--- src/hw/rtl/lozb_pkg.sv ---
// ----------------------------------------------------------------------------
// lozb_pkg: shared types and constants for the longest-ones window block
// Field widths, default sizing and the FIFO cell control bundle.
// ----------------------------------------------------------------------------
`default_nettype none

package lozb_pkg;

	localparam int BUDGET_W = 7;
	localparam int LEN_W = 16;
	localparam int MAX_ZEROS_DEF = 64;
	localparam int MAX_LEN_DEF = 65535;

	// broadcast to every cell of the zero-position queue
	typedef struct packed {
		logic pop;   // queue shifts one place toward cell 0
		logic push;  // cell at the write index loads the new position
	} cell_ctrl_t;

endpackage

`default_nettype wire

--- src/hw/rtl/lozb_in_if.sv ---
// ----------------------------------------------------------------------------
// lozb_in_if: input bit stream channel
// One sequence element per transaction, with an end-of-sequence marker.
// ----------------------------------------------------------------------------
`default_nettype none

interface lozb_in_if;
	logic valid;
	logic ready;
	logic bit_value;
	logic seq_last;

	modport source (output valid, output bit_value, output seq_last, input ready);
	modport sink (input valid, input bit_value, input seq_last, output ready);
endinterface

`default_nettype wire

--- src/hw/rtl/lozb_out_if.sv ---
// ----------------------------------------------------------------------------
// lozb_out_if: result channel
// Running best length and current window length for each element.
// ----------------------------------------------------------------------------
`default_nettype none

interface lozb_out_if;
	logic                        valid;
	logic                        ready;
	logic [lozb_pkg::LEN_W-1:0] best_length;
	logic [lozb_pkg::LEN_W-1:0] window_length;
	logic                        is_final;
	logic                        overflow;

	modport source (output valid, output best_length, output window_length,
		output is_final, output overflow, input ready);
	modport sink (input valid, input best_length, input window_length,
		input is_final, input overflow, output ready);
endinterface

`default_nettype wire

--- src/hw/rtl/lozb_cell.sv ---
// ----------------------------------------------------------------------------
// lozb_cell: one slot of the compacting zero-position queue
// Holds one position; shifts in its upper neighbor on pop, loads on push.
// ----------------------------------------------------------------------------
`default_nettype none

module lozb_cell #(
	parameter int POS_W = 16,
	parameter int CNT_W = 7,
	parameter int IDX = 0
) (
	input  wire                      clk,
	input  wire lozb_pkg::cell_ctrl_t ctrl,
	input  wire  [CNT_W-1:0]         wr_idx,
	input  wire  [POS_W-1:0]         wr_pos,
	input  wire  [POS_W-1:0]         nbr_pos,
	output logic [POS_W-1:0]         pos_q
);

	logic hit;

	assign hit = ctrl.push && (wr_idx == CNT_W'(IDX));

	always_ff @(posedge clk) begin
		if (hit) begin
			pos_q <= wr_pos;
		end else if (ctrl.pop) begin
			pos_q <= nbr_pos;
		end
	end

endmodule

`default_nettype wire

--- src/hw/rtl/longest_ones_with_zero_budget_top.sv ---
// Each result is registered in the output buffer when its input is accepted.
// Throughput: one element per cycle while the skid entry is free; the window
// update is a combinational subtract and compare, oldest zero always at cell 0.
// A two-entry output buffer keeps input flowing while one result waits.
// Reset (arst_n low, asynchronous) clears the sequence state and budget;
// sequence state also clears after each element marked seq_last.
// ----------------------------------------------------------------------------
// longest_ones_with_zero_budget_top: longest window with limited zeros
// Sliding window over a bit stream, zero positions held in a chain of cells.
// ----------------------------------------------------------------------------
`default_nettype none

module longest_ones_with_zero_budget_top #(
	parameter int MAX_ZEROS = lozb_pkg::MAX_ZEROS_DEF,
	parameter int MAX_LEN = lozb_pkg::MAX_LEN_DEF
) (
	input  wire                           clk,
	input  wire                           arst_n,
	input  wire                           cfg_we,
	input  wire  [lozb_pkg::BUDGET_W-1:0] cfg_wdata,
	lozb_in_if.sink                       item_in,
	lozb_out_if.source                    result_out
);

	localparam int POS_W = $clog2(MAX_LEN + 1);
	localparam int CNT_W = $clog2(MAX_ZEROS + 1);
	localparam int BW = (CNT_W > lozb_pkg::BUDGET_W) ? CNT_W : lozb_pkg::BUDGET_W;
	localparam int EXT_W = (POS_W > lozb_pkg::LEN_W) ? POS_W : lozb_pkg::LEN_W;
	localparam int RES_W = 2 * lozb_pkg::LEN_W + 2;

	logic [lozb_pkg::BUDGET_W-1:0] budget_q;
	logic [POS_W-1:0]              pos_q, start_q, best_q;
	logic [CNT_W-1:0]              count_q;
	logic                          ovf_q;

	logic [POS_W-1:0]              pos_n, start_n, best_n, wlen_n;
	logic [CNT_W-1:0]              count_n, budget_eff, wr_idx;
	logic                          ovf_n;
	logic [BW-1:0]                 budget_ext;
	logic                          accept, proceed, zero_in;
	lozb_pkg::cell_ctrl_t          ctrl;
	logic [POS_W-1:0]              cell_pos [MAX_ZEROS];

	logic [RES_W-1:0]              res, o_q, s_q;
	logic                          o_v_q, s_v_q, out_fire;

	// ---------------- configuration ----------------
	always_ff @(posedge clk or negedge arst_n) begin
		if (!arst_n) begin
			budget_q <= '0;
		end else if (cfg_we) begin
			budget_q <= cfg_wdata;
		end
	end

	assign budget_ext = BW'(budget_q);
	assign budget_eff = (budget_ext > BW'(MAX_ZEROS)) ? CNT_W'(MAX_ZEROS)
		: CNT_W'(budget_ext);

	// ---------------- window update ----------------
	assign item_in.ready = !s_v_q;
	assign accept = item_in.valid && !s_v_q;
	assign proceed = accept && (pos_q < POS_W'(MAX_LEN));
	assign zero_in = proceed && !item_in.bit_value;

	assign ctrl.push = zero_in && (budget_eff != '0);
	assign ctrl.pop = ctrl.push && (count_q >= budget_eff);
	assign wr_idx = count_q - CNT_W'(ctrl.pop);

	always_comb begin
		pos_n = pos_q;
		start_n = start_q;
		count_n = count_q;
		ovf_n = ovf_q;
		if (accept && !proceed) begin
			ovf_n = 1'b1;
		end
		if (proceed) begin
			pos_n = pos_q + POS_W'(1);
		end
		if (zero_in && budget_eff == '0) begin
			count_n = '0;
			start_n = pos_q + POS_W'(1);
		end else if (ctrl.push) begin
			count_n = wr_idx + CNT_W'(1);
			if (ctrl.pop) begin
				start_n = cell_pos[0] + POS_W'(1);
			end
		end
		wlen_n = pos_n - start_n;
		best_n = (proceed && wlen_n > best_q) ? wlen_n : best_q;
	end

	always_ff @(posedge clk or negedge arst_n) begin
		if (!arst_n) begin
			pos_q <= '0;
			start_q <= '0;
			count_q <= '0;
			best_q <= '0;
			ovf_q <= 1'b0;
		end else if (accept) begin
			if (item_in.seq_last) begin
				pos_q <= '0;
				start_q <= '0;
				count_q <= '0;
				best_q <= '0;
				ovf_q <= 1'b0;
			end else begin
				pos_q <= pos_n;
				start_q <= start_n;
				count_q <= count_n;
				best_q <= best_n;
				ovf_q <= ovf_n;
			end
		end
	end

	// ---------------- zero-position queue, oldest at cell 0 ----------------
	for (genvar i = 0; i < MAX_ZEROS; i++) begin : g_cell
		logic [POS_W-1:0] nbr;
		if (i == MAX_ZEROS - 1) begin : g_end
			assign nbr = '0;
		end else begin : g_mid
			assign nbr = cell_pos[i+1];
		end
		lozb_cell #(
			.POS_W(POS_W),
			.CNT_W(CNT_W),
			.IDX(i)
		) u_cell (
			.clk(clk),
			.ctrl(ctrl),
			.wr_idx(wr_idx),
			.wr_pos(pos_q),
			.nbr_pos(nbr),
			.pos_q(cell_pos[i])
		);
	end

	// ---------------- result formatting ----------------
	function automatic logic [lozb_pkg::LEN_W-1:0] sat_len(input logic [POS_W-1:0] v);
		logic [EXT_W-1:0] e;
		e = EXT_W'(v);
		sat_len = (e > EXT_W'({lozb_pkg::LEN_W{1'b1}})) ? {lozb_pkg::LEN_W{1'b1}}
			: e[lozb_pkg::LEN_W-1:0];
	endfunction

	assign res = {sat_len(best_n), sat_len(wlen_n), item_in.seq_last, ovf_n};

	// ---------------- two-entry output buffer ----------------
	assign out_fire = o_v_q && result_out.ready;

	always_ff @(posedge clk or negedge arst_n) begin
		if (!arst_n) begin
			o_v_q <= 1'b0;
			s_v_q <= 1'b0;
		end else if (!o_v_q || out_fire) begin
			o_v_q <= s_v_q || accept;
			s_v_q <= s_v_q && accept;
		end else if (accept) begin
			s_v_q <= 1'b1;
		end
	end

	always_ff @(posedge clk) begin
		if (!o_v_q || out_fire) begin
			if (s_v_q) begin
				o_q <= s_q;
				if (accept) begin
					s_q <= res;
				end
			end else if (accept) begin
				o_q <= res;
			end
		end else if (accept) begin
			s_q <= res;
		end
	end

	assign result_out.valid = o_v_q;
	assign result_out.best_length = o_q[RES_W-1 -: lozb_pkg::LEN_W];
	assign result_out.window_length = o_q[2 +: lozb_pkg::LEN_W];
	assign result_out.is_final = o_q[1];
	assign result_out.overflow = o_q[0];

`ifndef NO_ASSERTIONS
	a_count_bound: assert property (@(posedge clk) disable iff (!arst_n)
		count_q <= CNT_W'(MAX_ZEROS))
		else $error("zero queue count above capacity");

	a_start_le_pos: assert property (@(posedge clk) disable iff (!arst_n)
		start_q <= pos_q)
		else $error("window start past current position");

	a_skid_order: assert property (@(posedge clk) disable iff (!arst_n)
		s_v_q |-> o_v_q)
		else $error("skid entry held with empty output register");

	a_last_clears: assert property (@(posedge clk) disable iff (!arst_n)
		(accept && item_in.seq_last) |=> (pos_q == '0 && count_q == '0 && !ovf_q))
		else $error("sequence state not cleared after last element");

	a_pop_nonempty: assert property (@(posedge clk) disable iff (!arst_n)
		ctrl.pop |-> (count_q != '0))
		else $error("pop from empty zero queue");
`endif

endmodule

`default_nettype wire

--- src/flat_wrapper.sv ---
// flat-port wrapper written by rule: the top's interface ports become plain ports
module longest_ones_with_zero_budget_top_flat 
#(
	parameter int MAX_ZEROS = lozb_pkg::MAX_ZEROS_DEF,
	parameter int MAX_LEN = lozb_pkg::MAX_LEN_DEF
)
  (clk, arst_n, cfg_we, cfg_wdata, item_in_valid, item_in_bit_value, item_in_seq_last, item_in_ready, result_out_valid, result_out_best_length, result_out_window_length, result_out_is_final, result_out_overflow, result_out_ready);
  lozb_in_if item_in_i ();
  lozb_out_if result_out_i ();
  input  wire clk;
  input  wire arst_n;
  input  wire cfg_we;
  input  wire  [lozb_pkg::BUDGET_W-1:0] cfg_wdata;
  input wire logic [$bits(item_in_i.valid)-1:0] item_in_valid;
  input wire logic [$bits(item_in_i.bit_value)-1:0] item_in_bit_value;
  input wire logic [$bits(item_in_i.seq_last)-1:0] item_in_seq_last;
  output wire logic [$bits(item_in_i.ready)-1:0] item_in_ready;
  output wire logic [$bits(result_out_i.valid)-1:0] result_out_valid;
  output wire logic [$bits(result_out_i.best_length)-1:0] result_out_best_length;
  output wire logic [$bits(result_out_i.window_length)-1:0] result_out_window_length;
  output wire logic [$bits(result_out_i.is_final)-1:0] result_out_is_final;
  output wire logic [$bits(result_out_i.overflow)-1:0] result_out_overflow;
  input wire logic [$bits(result_out_i.ready)-1:0] result_out_ready;
  assign item_in_i.valid = item_in_valid;
  assign item_in_i.bit_value = item_in_bit_value;
  assign item_in_i.seq_last = item_in_seq_last;
  assign item_in_ready = item_in_i.ready;
  assign result_out_valid = result_out_i.valid;
  assign result_out_best_length = result_out_i.best_length;
  assign result_out_window_length = result_out_i.window_length;
  assign result_out_is_final = result_out_i.is_final;
  assign result_out_overflow = result_out_i.overflow;
  assign result_out_i.ready = result_out_ready;
  longest_ones_with_zero_budget_top #(.MAX_ZEROS(MAX_ZEROS), .MAX_LEN(MAX_LEN)) u_core (.clk(clk), .arst_n(arst_n), .cfg_we(cfg_we), .cfg_wdata(cfg_wdata), .item_in(item_in_i), .result_out(result_out_i));
endmodule
--- config.mk ---
export PLATFORM = sky130hd
export DESIGN_NAME = longest_ones_with_zero_budget_top_flat
export DESIGN_NICKNAME = d
export VERILOG_FILES = /design/src/hw/rtl/lozb_pkg.sv /design/src/hw/rtl/lozb_in_if.sv /design/src/hw/rtl/lozb_out_if.sv /design/src/hw/rtl/lozb_cell.sv /design/src/hw/rtl/longest_ones_with_zero_budget_top.sv /design/src/flat_wrapper.sv
export SDC_FILE = /design/constraint.sdc
export NUM_CORES = 2
export LEC_CHECK = 0
export ABC_AREA = 1
export BUFFER_PORTS_ARGS = -buffer_cell sky130_fd_sc_hd__buf_4
export CORE_MARGIN = 2
export CORE_UTILIZATION = 50
export CTS_BUF_LIST = sky130_fd_sc_hd__clkbuf_8
export CTS_CLUSTER_SIZE = 14
export DETAILED_ROUTE_END_ITERATION = 6
export PLACE_DENSITY = 0.62
export SETUP_SLACK_MARGIN = 0.5
export SLEW_MARGIN = 25
export SYNTH_ARGS = -nofsm -noshare
export SYNTH_HDL_FRONTEND = slang
export SYNTH_SLANG_ARGS = --single-unit
--- constraint.sdc ---
create_clock -name clk -period 6.03 [get_ports clk]
set_clock_uncertainty 0.1 [all_clocks]
set_input_delay 0.3015 -clock clk [delete_from_list [all_inputs] [get_ports clk]]
set_output_delay 0.3015 -clock clk [all_outputs]
set_load 0.05 [all_outputs]
==> summary by stage <==
Setup path
The terminus of the critical flop-to-flop path is u_core.s_q[33]. The highest fanout seen on the critical path is 6. At the worst endpoint, the required time is ~6.5 ns. The kind of end point of the critical path is a flip-flop. The register-to-register setup slack is 0.65 ns. The largest individual stage delay along the critical path comes from the cell sky130_fd_sc_hd__dfrtp_1. The nature of the critical path startpoint is a flip-flop. Data arrives at the worst endpoint at 5.88 ns. For the worst flop-to-flop path, the logic depth is 37. The critical path is of the reg2reg type. The cell type with the highest occurrence count on the critical path is sky130_fd_sc_hd__nand2_2. For this run, the slowest stage of the critical path takes slightly above 0.4 ns. In this run the critical register-to-register path is launched from u_core.budget_ext[4].

Finish
In the final layout, the share of cells above drive strength 1 is 0.1262. The register cell area after layout is 34420 µm². The area growth from synthesis to layout is 11.04%. The number of filler cells placed in the layout is 8338. Excluding fillers, the count of instances in the completed layout stands at 5925. After routing the design area is around 55000 µm². The post-layout net count is 4548.

In the final layout, the multi-input gates occupy ~14000 µm².

Synthesis
The share of synthesized area occupied by flip-flops and latches is 0.6909. The synthesized design spends more area on one cell type than any other, namely sky130_fd_sc_hd__edfxtp_1. Yosys printed 0 warnings. Yosys mapped a number of flops with a built-in enable equal to 1092.

The simple logic cell fraction of the synthesized area is 0.1230. The average instance area after synthesis is 11.21 µm². The commonest cells after synthesis are sky130_fd_sc_hd__nand2_1, sky130_fd_sc_hd__edfxtp_1, sky130_fd_sc_hd__o21ai_0. The number of different library cells used by synthesis comes to 48. The count of mapped cells out of synthesis is 4442. The fraction of registers with async set or reset after synthesis is 0.05618.

The synthesized design contains 1157 register bits. Of the total synthesized cell area, the portion taken by full adders, half adders and majority gates is 0.01196. After synthesis, the share of cell area in mux cells is 0.001130. The most instantiated library cell after synthesis is sky130_fd_sc_hd__nand2_1.

The fraction of synthesized cell area in xor and xnor cells is 0.007334. Of the post-synthesis cell area, the dominant cell type holds 0.6582. The flip-flop cell with the highest count after synthesis is sky130_fd_sc_hd__edfxtp_1.

The dominant combinational cell family by area after synthesis is simple AND/OR/NAND/NOR gates. In the post-synthesis netlist, the biggest area contributors are sky130_fd_sc_hd__edfxtp_1, sky130_fd_sc_hd__o21ai_0, sky130_fd_sc_hd__nand2_1. The net count of the mapped netlist is 4503. The synthesized netlist occupies a cell area of 49820 µm².

The fraction of the mapped netlist area in compound gates is 0.1224.

Global route
The maximum number of pins on one net before global-route repair is 67. The initial antenna violation count is 1. The number of global-route vias before repair is 31370.

The first global-routing pass estimated 177500 µm of wire. In the global route stage, overall resource usage came out at 0.2206. The residual overflow from global routing is 0.

Power and ir drop
The sequential fraction of design power is 0.510. VDD sags by at most 193.2 µV. The total power consumption of the routed design is approximately 19 mW. Of the total power, the clock network draws 0.329. Power spread over the standard cell area amounts to 342.7 nW/µm².

Of the total power, combinational logic draws 0.161. The internal power consumption is 13.62 mW. In this run the static leakage power is 21.75 nW. Summed over all nets, the switching power comes to 5.339 mW. The fraction of power spent switching nets is 0.2816.

Clock network
The later pin in the worst-skew pair is clocked with a latency of 0.86 ns. The clock transition at the registers of the reported paths is 0.06 ns. TritonCTS built the clock tree.

Counting every sink on the clock net gives 1157. The maximum clock insertion buffer count is 3. CTS built an H-tree with a depth of 4.

The CTS buffer count is 190. The tree is rooted in a sky130_fd_sc_hd__clkbuf_8.

Placement
Buffers placed on the I/O ports in this run total slightly below 50. The post-placement cell area is 50850 µm². Once placement completed, the tool counted placed cells totaling between 5000 and 6000. The weighted congestion reported at the end of routability-driven placement is 0.8785. The detailed placer's ending HPWL is 64180 µm.

STA
Setup repair after global routing could not meet its margin everywhere. The share of the clock period used by the worst path after layout is 0.8918. Counting I/O delays and the setup requirement, the final critical path takes 5.377 ns.

The transition time at the pin with the least slew margin is 1.010 ns. In this run the tightest slew margin relative to its limit is 0.3251. The final-report hold violation count is 0. Static timing analysis puts the maximum clock frequency at ~190 MHz.

Setup violations remaining at the end of the flow were counted as 0. The number of pins with negative max-slew slack in the final report is 0.

Route
The post-detailed-route wirelength per cell is 19.17 µm. The iteration count of the initial detailed-routing pass is 6. The number of remaining DRC errors is 0. The count of nets left with antenna violations once routing finished came out at 0.

Summed over all layers, the routed wires come to 113600 µm. The number of vias per cell is 5.478. Detailed routing inserted a total of about 32000 vias. After the first detailed-routing iteration, the DRC count stood at 2941.

Status
The flow ran to the end, and the final reports show no timing, DRC or antenna violations.

Floorplanning
For this configuration, the core starts out at a cell density of 0.5054. In this run the standard cell core region covers 98560 µm². The horizontal extent of the die is 319.6 µm. The standard-cell row count is roughly 120. The y dimension of the die is 319.6 µm. The I/O pin count is 50. The area enclosed by the die boundary is 102200 µm².

Hold path
For hold timing, the worst endpoint is u_core.budget_ext[0]. The launch instance of the worst min-delay path is cfg_we. The class of the tightest hold or removal check is in2reg. Counting instances, the worst hold path has a depth of 3.

Flow run
The tool flagged a number of max-cap violations equal to 0.
==> metrics by stage <==
stage          hold WS (ns)    util  setup TNS, ns  worst slack [ns]
6_report             0.1816  0.5612              0            0.6526
2_1_floorplan      -0.09409       -              0            0.6419
3_5_place_dp         0.3700  0.5159         -1.760           -0.1488
4_1_cts              0.1078  0.5540              0            0.5025
5_1_grt              0.1725  0.5612              0            0.3241
3_3_place_gp         0.3628  0.5159              0          0.009456
==> area by class of cell <==
class	instances	area share
flip-flops and latches	1157	0.6222
clock buffers	194	0.04827
repair buffers	193	0.02945
clock inverters	146	0.01273
well taps	1287	0.02911
multi-input cells	2807	0.2484
repair inverters	1	0.0001131
diodes	3	0.0001357
inverters	137	0.009545
==> cells in the final DEF (no fill, tap or decap), types with 4 or more instances in the layout <==
cell type,synthesis,final
sky130_fd_sc_hd__o21ai_0,1078,1043
sky130_fd_sc_hd__o21ai_2,0,24
sky130_fd_sc_hd__dlygate4sd3_1,0,24
sky130_fd_sc_hd__nor2_1,62,51
sky130_fd_sc_hd__nand4_1,9,9
sky130_fd_sc_hd__inv_6,0,5
sky130_fd_sc_hd__ha_4,0,7
sky130_fd_sc_hd__nand2_4,27,29
sky130_fd_sc_hd__nand2_1,1321,1301
sky130_fd_sc_hd__buf_4,5,159
sky130_fd_sc_hd__o22ai_1,25,25
sky130_fd_sc_hd__nand2_2,9,27
sky130_fd_sc_hd__nor2_2,12,21
sky130_fd_sc_hd__clkinvlp_4,0,4
sky130_fd_sc_hd__a21oi_2,0,8
sky130_fd_sc_hd__o21ai_1,49,59
sky130_fd_sc_hd__edfxtp_1,1092,1092
sky130_fd_sc_hd__dfrtp_1,65,64
sky130_fd_sc_hd__nand3_2,1,13
sky130_fd_sc_hd__inv_2,5,21
sky130_fd_sc_hd__nor3_1,11,7
sky130_fd_sc_hd__inv_1,129,186
sky130_fd_sc_hd__a21oi_1,36,26
sky130_fd_sc_hd__clkinv_2,1,17
sky130_fd_sc_hd__xnor2_1,7,7
sky130_fd_sc_hd__clkinv_1,2,42
sky130_fd_sc_hd__mux2_2,5,5
sky130_fd_sc_hd__nor2_4,3,6
sky130_fd_sc_hd__clkbuf_8,0,194
sky130_fd_sc_hd__xor2_1,31,27
sky130_fd_sc_hd__nand3_1,41,29
sky130_fd_sc_hd__ha_1,46,39
sky130_fd_sc_hd__xor2_2,2,6
sky130_fd_sc_hd__o21bai_1,5,5
==> how the worst max path moves through the flow <==
| stage | start | end |
|---|---|---|
| final | u_core.budget_ext[4] | u_core.s_q[33] |
| after global routing | u_core.budget_ext[4] | u_core.s_q[33] |
| after CTS | u_core.budget_ext[2] | u_core.o_q[29] |
| after detailed placement | u_core.pos_q[1] | u_core.o_q[22] |
| after global placement | u_core.pos_q[1] | u_core.o_q[30] |
| after floorplan | u_core.budget_ext[2] | u_core.o_q[27] |
==> critical path: cells and delay by family, from the launching register on <==
kind / cells / cell delay [ns]
DFF: 1 / 0.41
and+or+nand+nor: 18 / 1.63
buffers and inverters: 9 / 1.06
AOI/OAI and AO/OA: 7 / 1.03
adders and majority gates: 3 / 0.90
==> kinds of logic (layout without fill, tap and decap cells) <==
group,after synthesis,count (layout)
AND/OR/NAND/NOR,1510,1511
AO/OA/AOI/OAI,1204,1204
flip-flops,1157,1157
buffers and inverters,479,671
adder cells (fa/ha/maj),47,47
XOR/XNOR,40,40
multiplexers,5,5
other,0,3
==> registers in the layout, indices dropped and copies added, names as in the netlist <==
| name | count |
|---|---|
| u_core.s_v_q | 1 |
| u_core.count_q | 7 |
| u_core.pos_q | 16 |
| u_core.g_cell.u_cell.pos_q | 1024 |
| u_core.start_q | 16 |
| u_core.o_q | 34 |
| u_core.ovf_q | 1 |
| u_core.budget_ext | 7 |
| u_core.result_out.valid | 1 |
| u_core.best_q | 16 |
| u_core.s_q | 34 |
==> power by group through the flow <==
stage	Clock (mW)	Sequential [mW]	Combinational, mW
after floorplan	0	10.0	1.51
after global placement	0	9.80	2.52
after detailed placement	0	9.81	2.57
after CTS	6.36	9.65	2.72
after global routing	6.72	9.70	3.37
final	6.24	9.66	3.06
==> layer usage <==
layer,track usage,routed length [µm],up-vias
met3,0.03426,6060,205
met5,0,0,-
met2,0.3617,54120,907
li1,-,-,15650
met4,0.07799,2872,0
met1,0.3005,50530,15700
==> repair_timing <==
item                                   in CTS  in global routing
hold buffers                               24                  0
buffers inserted                            7                 21
setup endpoints to repair                  48                146
endpoints found under the hold margin     106                  0
pin swaps                                   7                 27
cloned                                      1                  5
resized for setup                          28                131
Note: power is estimated with default switching activity, not from simulation.
